## src/rtl/peb_pkg.sv

```systemverilog
// shared constants, command codes and payload types for the pretrigger event builder
// no dependencies; imported by the interfaces and the top level
package peb_pkg;

  localparam int unsigned MAX_PRETRIGGER = 16;
  localparam int unsigned PT_W           = 5;
  localparam int unsigned CMD_W          = 2;
  localparam int unsigned ID_W           = 64;

  typedef logic [CMD_W-1:0] cmd_t;
  typedef logic [ID_W-1:0]  id_t;

  localparam cmd_t CMD_START = 2'd0;
  localparam cmd_t CMD_RUN   = 2'd1;
  localparam cmd_t CMD_STOP  = 2'd2;
  localparam cmd_t CMD_EXIT  = 2'd3;

endpackage

```

## src/rtl/peb_in_if.sv

```systemverilog
// input channel of the pretrigger event builder: valid/ready plus command payload
// depends on peb_pkg
interface peb_in_if;
  import peb_pkg::*;

  logic valid;
  logic ready;
  cmd_t cmd;
  id_t  record_id;
  logic trigger_in;

  modport source (output valid, output cmd, output record_id, output trigger_in,
                  input ready);
  modport sink   (input valid, input cmd, input record_id, input trigger_in,
                  output ready);
endinterface

```

## src/rtl/peb_out_if.sv

```systemverilog
// output channel of the pretrigger event builder: valid/ready plus result payload
// depends on peb_pkg
interface peb_out_if;
  import peb_pkg::*;

  logic valid;
  logic ready;
  cmd_t out_cmd;
  id_t  out_id;
  logic out_flag;
  logic last;

  modport source (output valid, output out_cmd, output out_id, output out_flag,
                  output last, input ready);
  modport sink   (input valid, input out_cmd, input out_id, input out_flag,
                  input last, output ready);
endinterface

```

## src/rtl/peb_ram.sv

```systemverilog
// generic simple dual-port ram, one write and one registered read port, read-first
// no dependencies
module peb_ram #(
  parameter int unsigned Width = 64,
  parameter int unsigned Depth = 16,
  localparam int unsigned AddrW = (Depth > 1) ? $clog2(Depth) : 1
) (
  input  logic             clk_i,
  input  logic             we_i,
  input  logic [AddrW-1:0] waddr_i,
  input  logic [Width-1:0] wdata_i,
  input  logic             re_i,
  input  logic [AddrW-1:0] raddr_i,
  output logic [Width-1:0] rdata_o
);

  logic [Width-1:0] mem_q [Depth];
  logic [Width-1:0] rdata_q;

  always_ff @(posedge clk_i) begin
    if (we_i) begin
      mem_q[waddr_i] <= wdata_i;
    end
    if (re_i) begin
      rdata_q <= mem_q[raddr_i];
    end
  end

  assign rdata_o = rdata_q;

endmodule

```

## src/rtl/pretrigger_event_builder.sv

```systemverilog
// pretrigger event builder: history ids live in one ram, read-modify-write per item
// depends on peb_pkg, peb_in_if, peb_out_if and peb_ram
// buffering-only item: written at accept; single-result item: accept, then output load
// flush of n ids: n+1 beats, one per cycle unless stalled; input blocked until last beat
// rate is set by the single ram read port and the one-deep output register
// reset: passthrough mode, history empty, no clearing pass over the ram
module pretrigger_event_builder #(
  parameter int unsigned MaxPretrigger = peb_pkg::MAX_PRETRIGGER
) (
  input  logic                      clk_i,
  input  logic                      rst_ni,
  input  logic                      cfg_we_i,
  input  logic [peb_pkg::PT_W-1:0]  cfg_wdata_i,
  peb_in_if.sink                    in_i,
  peb_out_if.source                 out_o
);
  import peb_pkg::*;

  localparam int unsigned CntW = $clog2(MaxPretrigger + 1);
  localparam int unsigned PtrW = (MaxPretrigger > 1) ? $clog2(MaxPretrigger) : 1;
  localparam int unsigned CmpW = (CntW > PT_W) ? CntW : PT_W;
  localparam int unsigned SumW = CntW + 1;

  typedef enum logic [3:0] {
    S_IDLE  = 4'b0001,
    S_FLUSH = 4'b0010,
    S_POP   = 4'b0100,
    S_FINAL = 4'b1000
  } state_e;

  typedef enum logic [4:0] {
    M_FILL    = 5'b00001,
    M_UNTRIG  = 5'b00010,
    M_NOPT    = 5'b00100,
    M_NEWTRIG = 5'b01000,
    M_TRIG    = 5'b10000
  } mode_e;

  function automatic logic [CntW-1:0] eff_depth(input logic [PT_W-1:0] p);
    logic [CmpW-1:0] p_ext;
    p_ext = CmpW'(p);
    if (p_ext > CmpW'(MaxPretrigger)) begin
      return CntW'(MaxPretrigger);
    end
    return CntW'(p);
  endfunction

  function automatic logic [PtrW-1:0] nxt_ptr(input logic [PtrW-1:0] p);
    if (p == PtrW'(MaxPretrigger - 1)) begin
      return '0;
    end
    return p + 1'b1;
  endfunction

  state_e           state_q, state_d;
  mode_e            mode_q, mode_d;
  logic [PT_W-1:0]  pt_q, pt_d;
  logic [CntW-1:0]  cnt_q, cnt_d;
  logic [PtrW-1:0]  head_q, head_d;
  logic [PtrW-1:0]  rd_ptr_q, rd_ptr_d;
  logic [CntW-1:0]  rem_q, rem_d;
  cmd_t             fin_cmd_q, fin_cmd_d;
  id_t              fin_id_q, fin_id_d;
  logic             fin_flag_q, fin_flag_d;
  logic             out_valid_q, out_valid_d;
  cmd_t             out_cmd_q, out_cmd_d;
  id_t              out_id_q, out_id_d;
  logic             out_flag_q, out_flag_d;
  logic             out_last_q, out_last_d;

  logic             ram_we, ram_re;
  logic [PtrW-1:0]  ram_waddr, ram_raddr;
  id_t              ram_rdata;

  logic [CntW-1:0]  pt_eff;
  logic [CntW-1:0]  cnt_inc;
  logic [SumW-1:0]  tail_sum;
  logic [PtrW-1:0]  tail;
  logic             accept;
  logic             out_free;
  logic             ld;
  cmd_t             ld_cmd;
  id_t              ld_id;
  logic             ld_flag;
  logic             ld_last;

  assign pt_eff   = eff_depth(pt_q);
  assign cnt_inc  = cnt_q + 1'b1;
  assign tail_sum = SumW'(head_q) + SumW'(cnt_q);
  assign tail     = (tail_sum >= SumW'(MaxPretrigger)) ?
                    PtrW'(tail_sum - SumW'(MaxPretrigger)) : PtrW'(tail_sum);
  assign accept   = in_i.valid && (state_q == S_IDLE);
  assign out_free = !out_valid_q || out_o.ready;

  always_comb begin
    state_d    = state_q;
    mode_d     = mode_q;
    pt_d       = pt_q;
    cnt_d      = cnt_q;
    head_d     = head_q;
    rd_ptr_d   = rd_ptr_q;
    rem_d      = rem_q;
    fin_cmd_d  = fin_cmd_q;
    fin_id_d   = fin_id_q;
    fin_flag_d = fin_flag_q;
    ram_we     = 1'b0;
    ram_re     = 1'b0;
    ram_waddr  = tail;
    ram_raddr  = head_q;
    ld         = 1'b0;
    ld_cmd     = CMD_RUN;
    ld_id      = ram_rdata;
    ld_flag    = 1'b0;
    ld_last    = 1'b0;

    case (state_q)
      S_IDLE: begin
        if (accept) begin
          fin_cmd_d  = in_i.cmd;
          fin_id_d   = '0;
          fin_flag_d = 1'b0;
          state_d    = S_FINAL;
          case (in_i.cmd)
            CMD_START: begin
              fin_cmd_d = CMD_START;
            end
            CMD_RUN: begin
              fin_id_d = in_i.record_id;
              if (mode_q inside {M_FILL, M_UNTRIG}) begin
                if (in_i.trigger_in) begin
                  fin_flag_d = 1'b1;
                  mode_d     = M_NEWTRIG;
                  if (cnt_q != '0) begin
                    // drain the history oldest first, then the triggering id
                    ram_re   = 1'b1;
                    rd_ptr_d = nxt_ptr(head_q);
                    rem_d    = cnt_q - 1'b1;
                    head_d   = tail;
                    cnt_d    = '0;
                    state_d  = S_FLUSH;
                  end
                end else if (mode_q == M_FILL) begin
                  ram_we  = 1'b1;
                  cnt_d   = cnt_inc;
                  state_d = S_IDLE;
                  if (cnt_inc >= pt_eff) begin
                    mode_d = M_UNTRIG;
                  end
                end else if (cnt_q == '0) begin
                  fin_flag_d = 1'b0;
                end else begin
                  // oldest leaves, new id takes the tail slot (read-first on a full ring)
                  ram_re  = 1'b1;
                  ram_we  = 1'b1;
                  head_d  = nxt_ptr(head_q);
                  state_d = S_POP;
                end
              end else if (mode_q == M_NOPT) begin
                fin_flag_d = in_i.trigger_in;
                if (in_i.trigger_in) begin
                  mode_d = M_NEWTRIG;
                end
              end else begin
                if (in_i.trigger_in) begin
                  fin_flag_d = 1'b1;
                  mode_d     = M_TRIG;
                end else if (pt_eff == '0) begin
                  mode_d = M_NOPT;
                end else begin
                  ram_we  = 1'b1;
                  cnt_d   = cnt_inc;
                  state_d = S_IDLE;
                  mode_d  = (pt_eff > CntW'(1)) ? M_FILL : M_UNTRIG;
                end
              end
            end
            default: begin
              mode_d = (pt_eff != '0) ? M_FILL : M_NOPT;
              head_d = '0;
              cnt_d  = '0;
              if (cnt_q != '0) begin
                ram_re   = 1'b1;
                rd_ptr_d = nxt_ptr(head_q);
                rem_d    = cnt_q - 1'b1;
                state_d  = S_FLUSH;
              end
            end
          endcase
        end
      end
      S_FLUSH: begin
        if (out_free) begin
          ld      = 1'b1;
          ld_flag = 1'b1;
          if (rem_q != '0) begin
            ram_re    = 1'b1;
            ram_raddr = rd_ptr_q;
            rd_ptr_d  = nxt_ptr(rd_ptr_q);
            rem_d     = rem_q - 1'b1;
          end else begin
            state_d = S_FINAL;
          end
        end
      end
      S_POP: begin
        if (out_free) begin
          ld      = 1'b1;
          ld_last = 1'b1;
          state_d = S_IDLE;
        end
      end
      S_FINAL: begin
        if (out_free) begin
          ld      = 1'b1;
          ld_cmd  = fin_cmd_q;
          ld_id   = fin_id_q;
          ld_flag = fin_flag_q;
          ld_last = 1'b1;
          state_d = S_IDLE;
        end
      end
      default: begin
        state_d = S_IDLE;
      end
    endcase

    // register write restarts the history; write only while idle (not enforced)
    if (cfg_we_i) begin
      pt_d   = cfg_wdata_i;
      cnt_d  = '0;
      head_d = '0;
      mode_d = (eff_depth(cfg_wdata_i) != '0) ? M_FILL : M_NOPT;
    end
  end

  always_comb begin
    out_valid_d = out_valid_q;
    out_cmd_d   = out_cmd_q;
    out_id_d    = out_id_q;
    out_flag_d  = out_flag_q;
    out_last_d  = out_last_q;
    if (ld) begin
      out_valid_d = 1'b1;
      out_cmd_d   = ld_cmd;
      out_id_d    = ld_id;
      out_flag_d  = ld_flag;
      out_last_d  = ld_last;
    end else if (out_o.ready) begin
      out_valid_d = 1'b0;
    end
  end

  always_ff @(posedge clk_i or negedge rst_ni) begin
    if (!rst_ni) begin
      state_q     <= S_IDLE;
      mode_q      <= M_NOPT;
      pt_q        <= '0;
      cnt_q       <= '0;
      head_q      <= '0;
      rd_ptr_q    <= '0;
      rem_q       <= '0;
      out_valid_q <= 1'b0;
    end else begin
      state_q     <= state_d;
      mode_q      <= mode_d;
      pt_q        <= pt_d;
      cnt_q       <= cnt_d;
      head_q      <= head_d;
      rd_ptr_q    <= rd_ptr_d;
      rem_q       <= rem_d;
      out_valid_q <= out_valid_d;
    end
  end

  always_ff @(posedge clk_i) begin
    fin_cmd_q  <= fin_cmd_d;
    fin_id_q   <= fin_id_d;
    fin_flag_q <= fin_flag_d;
    out_cmd_q  <= out_cmd_d;
    out_id_q   <= out_id_d;
    out_flag_q <= out_flag_d;
    out_last_q <= out_last_d;
  end

  peb_ram #(
    .Width (ID_W),
    .Depth (MaxPretrigger)
  ) u_hist_ram (
    .clk_i   (clk_i),
    .we_i    (ram_we),
    .waddr_i (ram_waddr),
    .wdata_i (in_i.record_id),
    .re_i    (ram_re),
    .raddr_i (ram_raddr),
    .rdata_o (ram_rdata)
  );

  assign in_i.ready     = (state_q == S_IDLE);
  assign out_o.valid    = out_valid_q;
  assign out_o.out_cmd  = out_cmd_q;
  assign out_o.out_id   = out_id_q;
  assign out_o.out_flag = out_flag_q;
  assign out_o.last     = out_last_q;

  // filling never reaches the configured depth
  assert property (@(posedge clk_i) disable iff (!rst_ni)
    (mode_q == M_FILL) |-> (cnt_q < pt_eff))
    else $error("history count reached depth while filling");

  // history is empty whenever ids are not being buffered
  assert property (@(posedge clk_i) disable iff (!rst_ni)
    (mode_q == M_NOPT || mode_q == M_NEWTRIG || mode_q == M_TRIG) |-> (cnt_q == '0))
    else $error("history not empty outside buffering modes");

  // a flush empties the history at its start
  assert property (@(posedge clk_i) disable iff (!rst_ni)
    (state_q == S_FLUSH) |-> (cnt_q == '0 && rem_q < CntW'(MaxPretrigger)))
    else $error("flush running with history still counted");

  // a pop only follows a full untriggered history
  assert property (@(posedge clk_i) disable iff (!rst_ni)
    (state_q == S_POP) |-> (mode_q == M_UNTRIG && cnt_q != '0))
    else $error("pop outside untriggered mode");

endmodule
```

## src/flat_wrapper.sv

```systemverilog
// flat-port wrapper written by rule: the top's interface ports become plain ports
module pretrigger_event_builder_flat import peb_pkg::*;
#(
  parameter int unsigned MaxPretrigger = peb_pkg::MAX_PRETRIGGER
)
  (clk_i, rst_ni, cfg_we_i, cfg_wdata_i, in_i_valid, in_i_cmd, in_i_record_id, in_i_trigger_in, in_i_ready, out_o_valid, out_o_out_cmd, out_o_out_id, out_o_out_flag, out_o_last, out_o_ready);
  peb_in_if in_i_i ();
  peb_out_if out_o_i ();
  input  logic clk_i;
  input  logic rst_ni;
  input  logic cfg_we_i;
  input  logic [peb_pkg::PT_W-1:0] cfg_wdata_i;
  input wire logic [$bits(in_i_i.valid)-1:0] in_i_valid;
  input wire logic [$bits(in_i_i.cmd)-1:0] in_i_cmd;
  input wire logic [$bits(in_i_i.record_id)-1:0] in_i_record_id;
  input wire logic [$bits(in_i_i.trigger_in)-1:0] in_i_trigger_in;
  output wire logic [$bits(in_i_i.ready)-1:0] in_i_ready;
  output wire logic [$bits(out_o_i.valid)-1:0] out_o_valid;
  output wire logic [$bits(out_o_i.out_cmd)-1:0] out_o_out_cmd;
  output wire logic [$bits(out_o_i.out_id)-1:0] out_o_out_id;
  output wire logic [$bits(out_o_i.out_flag)-1:0] out_o_out_flag;
  output wire logic [$bits(out_o_i.last)-1:0] out_o_last;
  input wire logic [$bits(out_o_i.ready)-1:0] out_o_ready;
  assign in_i_i.valid = in_i_valid;
  assign in_i_i.cmd = in_i_cmd;
  assign in_i_i.record_id = in_i_record_id;
  assign in_i_i.trigger_in = in_i_trigger_in;
  assign in_i_ready = in_i_i.ready;
  assign out_o_valid = out_o_i.valid;
  assign out_o_out_cmd = out_o_i.out_cmd;
  assign out_o_out_id = out_o_i.out_id;
  assign out_o_out_flag = out_o_i.out_flag;
  assign out_o_last = out_o_i.last;
  assign out_o_i.ready = out_o_ready;
  pretrigger_event_builder #(.MaxPretrigger(MaxPretrigger)) u_core (.clk_i(clk_i), .rst_ni(rst_ni), .cfg_we_i(cfg_we_i), .cfg_wdata_i(cfg_wdata_i), .in_i(in_i_i), .out_o(out_o_i));
endmodule
```

## config.mk

```make
export PLATFORM = sky130hd
export DESIGN_NAME = pretrigger_event_builder_flat
export DESIGN_NICKNAME = d
export VERILOG_FILES = /design/src/rtl/peb_pkg.sv /design/src/rtl/peb_in_if.sv /design/src/rtl/peb_out_if.sv /design/src/rtl/peb_ram.sv /design/src/rtl/pretrigger_event_builder.sv /design/src/flat_wrapper.sv
export SDC_FILE = /design/constraint.sdc
export NUM_CORES = 2
export LEC_CHECK = 0
export BUFFER_PORTS_ARGS = -buffer_cell sky130_fd_sc_hd__buf_2
export CAP_MARGIN = 0
export CORE_ASPECT_RATIO = 1.2
export CORE_MARGIN = 3
export CORE_UTILIZATION = 42
export CTS_CLUSTER_DIAMETER = 30
export CTS_CLUSTER_SIZE = 14
export DETAILED_ROUTE_END_ITERATION = 6
export PLACE_DENSITY = 0.69
export SKIP_CTS_REPAIR_TIMING = 1
export SYNTH_ARGS = -nofsm -noshare
export SYNTH_HDL_FRONTEND = slang
export SYNTH_SLANG_ARGS = --single-unit
```

## constraint.sdc

```tcl
create_clock -name clk_i -period 8.3 [get_ports clk_i]
set_clock_uncertainty 0.2 [all_clocks]
set_input_delay 0.415 -clock clk_i [delete_from_list [all_inputs] [get_ports clk_i]]
set_output_delay 0.415 -clock clk_i [all_outputs]
set_load 0.05 [all_outputs]
```

== Word level (Yosys, flattened, before mapping) ==
Memories as Yosys holds them, arrays and structs flattened. A register that Yosys moved wholly into a read port is not among the register bits.
Index checks and enable logic that the tools add are counted.

* Bits of input ports: 77
* Memory bits (writable): 1024
* Flip-flop bits (word level): 168
* Logic and storage cells: 222
* Memories kept: 1

{| class="wikitable"
|+ Memory list
! memory !! depth !! bits a word !! read ports !! clocked after memory_dff !! wr ports !! line !! RTL
|-
| u_core.u_hist_ram.mem_q || 16 || 64 || 1 || 1 || 1 || peb_ram.sv:17 || <nowiki>logic [Width-1:0] mem_q [Depth];</nowiki>
|}

* Magnitude comparators: 5
* Equal/unequal tests: 31
* Muxes and demuxes: 137
* Add/subtract/negate cells: 7
* Reductions and logical operators: 26

{| class="wikitable"
|+ Operators with widths
! operator !! number
|-
| two-way mux 5 bit || 32
|-
| two-way mux 4 bit || 37
|-
| two-way mux 64 bit || 2
|-
| two-way mux 1 bit || 51
|-
| one-hot mux 5 bit (2 select lines) || 4
|-
| one-hot mux 4 bit (2 select lines) || 4
|-
| nonzero test 5 bit || 4
|-
| != test 4 x 3 -> 1 bit (second input constant) || 4
|-
| AND reduction 7 bit || 2
|-
| equality test 4 bit (second input constant) || 3
|-
| one-hot mux 4 bit (3 select lines) || 1
|-
| > comparator 5 bit (second input constant) || 2
|-
| logical NOT 5 bit || 2
|-
| != test 5 x 4 -> 1 bit (second input constant) || 2
|-
| nonzero test 2 bit || 5
|-
| subtractor 5 x 1 -> 5 bit (second input constant) || 2
|-
| AND reduction 9 bit || 1
|-
| adder 4 x 1 -> 4 bit (second input constant) || 2
|-
| != test 2 x 1 -> 1 bit (second input constant) || 4
|-
| != test 4 bit (second input constant) || 2
|-
| AND reduction 8 bit || 1
|-
| adder 4 x 5 -> 6 bit || 1
|-
| greater-or-equal comparator 6 x 5 -> 1 bit (second input constant) || 1
|-
| two-way mux 3 bit || 2
|-
| other kinds (27) || 35
|}

== Logic depth before layout (Yosys ltp) ==
* Word-level depth: 18
* Depth in mapped cells: 9
* Gate-level depth less buffers: 9

== By module ==
Synthesis repeated with hierarchy kept, for this count alone.

* Cells, all modules: 2211
* Area total of the unflattened synthesis: 48029.8 um^2

{| class="wikitable"
|+ By module, submodules not included
! module !! cells an instance !! seq. area each (um^2) !! area an instance (um^2) !! times used
|-
| peb_ram || 1647 || 32671.3 || 40222.3 || 1
|-
| pretrigger_event_builder || 564 || 4882.2 || 7807.5 || 1
|}

== Least setup slack after synthesis ==
OpenSTA, ideal clock, no wires.

* Kind: flip-flop to flip-flop
* Start point: register u_core.state_q[2]
* End point: register u_core.u_hist_ram.rdata_q[0], in the netlist u_core.u_hist_ram.rdata_o[0], read port of u_core.u_hist_ram.mem_q (enable)
* Data required time: 7526 ps
* Period minus slack after synthesis: 9544 ps
* Arrival time: 8770 ps
* Stages on the path, launching flop included: 7
* Library setup time: 574 ps
* Setup slack: -1244 ps
* Cells stage by stage: dfrtp_1 clkbuf_1 nor4b_2 and2_0 clkbuf_1 nand2_1 o21ai_0

* Cells in the longest elaborated chain, start to end: 4
* Elaborated cells between the ends (all ways): 6
* Classes of those cells: 2 x eq/ne; 3 x mux; 1 x reduce/logical

{| class="wikitable"
|+ Ends and longest elaborated chain
! what !! line !! RTL
|-
| start, declared || pretrigger_event_builder.sv:55 || <nowiki>state_e state_q, state_d;</nowiki>
|-
| start signal, assigned || pretrigger_event_builder.sv:264 || <nowiki>state_q <= state_d;</nowiki>
|-
| equality test 4 x 1 -> 1 bit * || - ||
|-
| net in_i_ready || flat_wrapper.sv:17 || <nowiki>output wire logic [$bits(in_i_i.ready)-1:0] in_i_ready;</nowiki>
|-
| logical AND 1 bit || pretrigger_event_builder.sv:92 || <nowiki>assign accept = in_i.valid && (state_q == S_IDLE);</nowiki>
|-
| two-way mux 1 bit || pretrigger_event_builder.sv:118 || <nowiki>if (accept) begin</nowiki>
|-
| one-hot mux 1 bit (2 select lines) * || pretrigger_event_builder.sv:116 || <nowiki>case (state_q)</nowiki>
|-
| net u_core.ram_re || pretrigger_event_builder.sv:71 || <nowiki>logic ram_we, ram_re;</nowiki>
|-
| end, declared || peb_ram.sv:18 || <nowiki>logic [Width-1:0] rdata_q;</nowiki>
|}

Mark *: on every way through the listed nets, which the timed path passes. The rest lies on a longest branch.
A chain may end at the register's enable or synchronous reset.

== Worst setup path after layout ==
* Start point: input port in_i_cmd[0]
* End point: memory u_core.u_hist_ram.mem_q[10][40] (enable)

* Cells in the longest elaborated chain, start to end: 6

{| class="wikitable"
|+ Ends and longest elaborated chain
! what !! line !! RTL
|-
| start, declared || flat_wrapper.sv:14 || <nowiki>input wire logic [$bits(in_i_i.cmd)-1:0] in_i_cmd;</nowiki>
|-
| equality test 2 x 1 -> 1 bit || - ||
|-
| two-way mux 1 bit || pretrigger_event_builder.sv:123 || <nowiki>case (in_i.cmd)</nowiki>
|-
| two-way mux 1 bit || pretrigger_event_builder.sv:118 ||
|-
| two-way mux 1 bit || pretrigger_event_builder.sv:116 ||
|-
| two-way mux 1 bit || peb_ram.sv:21 || <nowiki>if (we_i) begin</nowiki>
|-
| two-way mux 1 bit (implied by the code) || peb_ram.sv:22 || <nowiki>mem_q[waddr_i] <= wdata_i;</nowiki>
|-
| end, declared || peb_ram.sv:17 ||
|}

No other way between the ends.

==> report_table.html <==
<table>
<tr><th>Metric</th><th>Value</th></tr>
<tr><th colspan="2">Run status</th></tr>
<tr><td>Run status</td><td>finished clean</td></tr>
<tr><th colspan="2">Synthesis</th></tr>
<tr><td>Synth top area share</td><td>0.745</td></tr>
<tr><td>Post-synthesis register bit count</td><td>1256</td></tr>
<tr><td>Synth Flop Type</td><td>edfxtp_1</td></tr>
<tr><td>Mean post-synth cell area</td><td>about 19 sq um</td></tr>
<tr><td>Share of async-settable or async-resettable flops after synthesis</td><td>0.0263</td></tr>
<tr><td>Area contributors post-synth</td><td>edfxtp_1, mux2_2, a22oi_1, dfrtp_1, mux2i_1</td></tr>
<tr><td>Netlist cell types</td><td>66</td></tr>
<tr><td>Sequential share of the synthesized area</td><td>0.762</td></tr>
<tr><td>Largest area contributor in the synthesized netlist</td><td>edfxtp_1</td></tr>
<tr><td>Syn nets</td><td>~2.7k</td></tr>
<tr><td>Warnings from Yosys</td><td>0</td></tr>
<tr><td>Summed instance area of the synthesized netlist</td><td>49300 sq um</td></tr>
<tr><td>Number of instances in the synthesized netlist</td><td>2645</td></tr>
<tr><td>EDFF count, synth</td><td>roughly 1.2k</td></tr>
<tr><th colspan="2">Timing</th></tr>
<tr><td>Worst slew pin tran</td><td>1.33 ns</td></tr>
<tr><td>Setup_tns</td><td>0 ns</td></tr>
<tr><td>Slew HR</td><td>0.108</td></tr>
<tr><td>Hold Vio Cnt, Final</td><td>0</td></tr>
<tr><td>Unrepaired setup endpoints after global routing</td><td>no</td></tr>
<tr><td>Max-slew violations</td><td>0</td></tr>
<tr><td>Max Clock Freq</td><td>about 180 MHz</td></tr>
<tr><td>Ratio of final minimum period to clock period</td><td>0.676</td></tr>
<tr><td>Time the worst path needs with I/O delays and setup</td><td>between 5 and 6 ns</td></tr>
<tr><td>Number of setup violations in the final report</td><td>0</td></tr>
<tr><th colspan="2">Critical path</th></tr>
<tr><td>Worst r2r dst</td><td>u_core.u_hist_ram.mem_q[10][40]$_DFFE_PP_</td></tr>
<tr><td>Critical register-to-register path startpoint</td><td>u_core.state_q[0]$_DFFE_PN1P_</td></tr>
<tr><td>Startpoint type of the worst setup path</td><td>input pin</td></tr>
<tr><td>Cell-by-cell trace of the critical path</td><td>dlygate4sd3_1 -&gt; buf_2 -&gt; nor2b_4 -&gt; buf_4 -&gt; nand2_1 -&gt; a2111oi_1 -&gt; nand3b_1 -&gt; nor2_4 -&gt; buf_4</td></tr>
<tr><td>Slowest CP cell</td><td>a2111oi_1</td></tr>
<tr><td>Maximum fanout encountered on the critical timing path</td><td>68</td></tr>
<tr><td>Worst reg2reg path depth</td><td>6</td></tr>
<tr><td>Largest stage delay, worst path</td><td>~1.2 ns</td></tr>
<tr><td>Library cell appearing most often on the critical path</td><td>buf_4</td></tr>
<tr><td>Reg2reg setup slack</td><td>2.74 ns</td></tr>
<tr><td>Worst setup path class</td><td>input pin to flip-flop</td></tr>
<tr><td>Critical Path RT</td><td>8.46 ns</td></tr>
<tr><td>Category of the worst setup path capture point</td><td>flip-flop</td></tr>
<tr><td>WP data arrival</td><td>~5.8 ns</td></tr>
<tr><th colspan="2">Floorplan</th></tr>
<tr><td># rows</td><td>137</td></tr>
<tr><td>Total I/O pin count</td><td>147</td></tr>
<tr><td>Die height</td><td>381 um</td></tr>
<tr><td>Effective utilization at floorplan</td><td>0.423</td></tr>
<tr><td>Die X</td><td>319 um</td></tr>
<tr><td>CORE AREA</td><td>116000 sq um</td></tr>
<tr><td>Total die area</td><td>121000 sq um</td></tr>
<tr><th colspan="2">Routing</th></tr>
<tr><td>Via Count</td><td>25.3k</td></tr>
<tr><td>Number of optimization iterations in the first detailed-route pass</td><td>5</td></tr>
<tr><td>Length of routed wiring on met1</td><td>45.2 mm</td></tr>
<tr><td>Routed wire length</td><td>110 mm</td></tr>
<tr><td>Per-cell via count in the routed design</td><td>5.48</td></tr>
<tr><td>Antenna viol nets, final</td><td>0</td></tr>
<tr><td>Average wire length per cell after detail routing</td><td>23.9 um</td></tr>
<tr><td>Initial DRC count</td><td>1835</td></tr>
<tr><td>WL met2</td><td>57.3 mm</td></tr>
<tr><td>Top layer in use</td><td>met4</td></tr>
<tr><td>Remaining design rule violation count</td><td>0</td></tr>
<tr><td>Met3 wire length</td><td>5.00 mm</td></tr>
<tr><th colspan="2">Finish</th></tr>
<tr><td>Footprint of the flip-flops and latches</td><td>37600 sq um</td></tr>
<tr><td>Number of standard cells in the layout, taps in and fillers out</td><td>roughly 4.6k</td></tr>
<tr><td>Number of fillers in the final layout</td><td>slightly above 9k</td></tr>
<tr><td>Total area of multi-input combinational cells</td><td>11300 sq um</td></tr>
<tr><td>Relative area change from synthesis to final layout</td><td>18.9%</td></tr>
<tr><td>Fraction of layout cells with a size suffix above 1</td><td>0.322</td></tr>
<tr><td>Final #Nets</td><td>3031</td></tr>
<tr><th colspan="2">Power</th></tr>
<tr><td>Leak pwr</td><td>19.8 nW</td></tr>
<tr><td>Power per standard cell area</td><td>between 200 and 300 nW/um^2</td></tr>
<tr><td>Worst supply voltage drop on vdd</td><td>0.194 mV</td></tr>
<tr><th colspan="2">Clock network</th></tr>
<tr><td>Buffer depth of the longest clock path</td><td>3</td></tr>
<tr><td>Clock tree from TritonCTS</td><td>built</td></tr>
<tr><td>TritonCTS buffer count</td><td>171</td></tr>
<tr><td>Clock Latency Late Sink</td><td>0.74 ns</td></tr>
<tr><td>Total clock sinks</td><td>1256</td></tr>
<tr><td>Master cell of the clock root buffer</td><td>clkbuf_16</td></tr>
<tr><td>CTS H-tree depth</td><td>4</td></tr>
<tr><td>Clock slew seen by the registers of the worst setup and hold paths</td><td>0.05 ns</td></tr>
<tr><th colspan="2">Global route</th></tr>
<tr><td>Initial antenna violation count</td><td>6</td></tr>
<tr><td>Pin count of the biggest net entering global routing</td><td>171</td></tr>
<tr><td>GRT overflow</td><td>0</td></tr>
<tr><td>Total global routing track utilization</td><td>0.179</td></tr>
<tr><td>Wire length of the first global-routing pass</td><td>165 mm</td></tr>
<tr><td>Vias in the first global route</td><td>25.9k</td></tr>
<tr><th colspan="2">Worst hold path</th></tr>
<tr><td>Startpoint of the lowest-slack hold path</td><td>cfg_we_i</td></tr>
<tr><td>HP Class</td><td>input pin to flip-flop</td></tr>
<tr><td>Endpoint with the worst hold slack</td><td>u_core.mode_q[0]$_DFFE_PN0P_</td></tr>
<tr><td>Cell depth of the worst hold path</td><td>3</td></tr>
<tr><th colspan="2">Placement</th></tr>
<tr><td>Number of port buffers</td><td>146</td></tr>
<tr><td>Global placer's final weighted congestion</td><td>0.761</td></tr>
<tr><td>Post-placement cell count</td><td>4215</td></tr>
<tr><td>Detailed-placement wirelength estimate</td><td>59.3 mm</td></tr>
<tr><th colspan="2">Job</th></tr>
<tr><td># Max-Cap Violations</td><td>0</td></tr>
</table>
[Yosys cell counts, types with 5 or more instances]
cell,count
a21oi_1,21
a22oi_1,192
a2bb2oi_1,65
a31oi_1,5
and2_1,66
and3_1,5
buf_1,6
buf_2,51
clkbuf_1,88
dfrtp_1,31
edfxtp_1,1223
ha_1,13
inv_1,13
mux2_1,46
mux2_2,478
mux2i_1,72
nand2_1,27
nand2b_1,9
nand3_1,16
nand4_1,67
nor2_1,33
nor2b_1,7
nor3_1,9
o21ai_0,21
xnor2_1,5
[flip-flops by register name, summed over array words and instances, names as in the netlist, 2 cells and up]
| register | flops |
|---|---|
| u_core.pt_q | 5 |
| u_core.mode_q | 5 |
| u_core.cnt_q | 5 |
| u_core.fin_cmd_q | 2 |
| u_core.rem_q | 5 |
| u_core.fin_id_q | 64 |
| u_core.state_q | 4 |
| u_core.out_o.out_cmd | 2 |
| u_core.u_hist_ram.rdata_o | 64 |
| u_core.head_q | 4 |
| u_core.u_hist_ram.mem_q | 1024 |
| u_core.out_o.out_id | 64 |
| u_core.rd_ptr_q | 4 |
[metal layers]
layer / global-route usage / vias to the layer above
li1: - / 11300
met1: 0.224 / 13000
met2: 0.315 / 743
met3: 0.0335 / 206
met4: 0.0553 / 0
met5: 0 / -
[placed cells by master, fill, tap and decap left out, types with 22 or more instances in the layout]
cell,n
buf_2,146
mux2_2,478
nand2_1,26
clkbuf_16,173
a22oi_1,192
mux2_1,46
and2_1,66
nand4_1,67
buf_4,38
clkinvlp_4,22
a2bb2oi_1,65
dfrtp_1,31
mux2i_1,72
dlygate4sd3_1,81
edfxtp_1,1223
bufinv_16,23
[per-stage QoR]
stage | power [mW] | hold slack (ns) | setup WS [ns] | utilization | instance area [sq um]
detailed placement | 8.55 | 0.314 | 2.52 | 0.446 | 51900
global route | 16.3 | 0.0172 | 2.46 | 0.503 | 58600
global placement | 8.53 | 0.308 | 2.52 | 0.446 | 51900
floorplan | 8.17 | -0.0806 | 0.473 | - | 49300
CTS | 15.9 | -0.458 | 2.69 | 0.496 | 57800
finish | 15.8 | 0.0285 | 2.69 | 0.503 | 58600
[critical path, delay by kind of cell]
family                 cells  cell delay [ns]
AND/OR/NAND/NOR            4             1.98
buffers and inverters      4             2.15
AO/OA/AOI/OAI              1             1.18
[power breakdown]
group / switching (mW) / internal (mW) / leakage, nW / total [mW]
Clock: 2.76 / 4.60 / 2.81 / 7.37
Sequential: 0.0835 / 7.20 / 11.4 / 7.29
Combinational: 0.786 / 0.366 / 5.58 / 1.15
Total: 3.63 / 12.2 / 19.8 / 15.8
[final cells by class]
cell class	instances	area share
clock buffers	190	0.0755
inverters	14	0.000897
flip-flops and latches	1256	0.641
clock inverters	124	0.0247
repair buffers	267	0.0319
diodes	1	0.0000427
well taps	1529	0.0327
multi-input cells	1230	0.193
[cells by family (layout without fill, tap and decap cells)]
kind of cell,count (synthesis),after routing,share of synthesized area
xor+xnor,9,9,0.00160
fa+ha+maj,14,14,0.00371
simple gates,267,267,0.0314
other cells,0,1,0
flops,1256,1256,0.762
compound gates,343,343,0.0530
buf+inv,159,595,0.0134
mux,597,597,0.135
[worst max-delay path by stage]
stage,startpoint,to,slack [ns]
6_report,in_i_cmd[0],u_core.u_hist_ram.mem_q[10][40]$_DFFE_PP_,2.69
5_1_grt,in_i_cmd[0],u_core.u_hist_ram.mem_q[10][45]$_DFFE_PP_,2.46
4_1_cts,u_core.state_q[0]$_DFFE_PN1P_,u_core.u_hist_ram.mem_q[10][45]$_DFFE_PP_,2.69
3_5_place_dp,in_i_cmd[0],u_core.u_hist_ram.mem_q[3][14]$_DFFE_PP_,2.52
3_3_place_gp,in_i_cmd[0],u_core.u_hist_ram.mem_q[3][14]$_DFFE_PP_,2.52
2_1_floorplan,u_core.state_q[2]$_DFFE_PN0P_,u_core.u_hist_ram.rdata_o[0]$_DFFE_PP_,0.47
No activity file was read; power rests on OpenSTA's default activity.
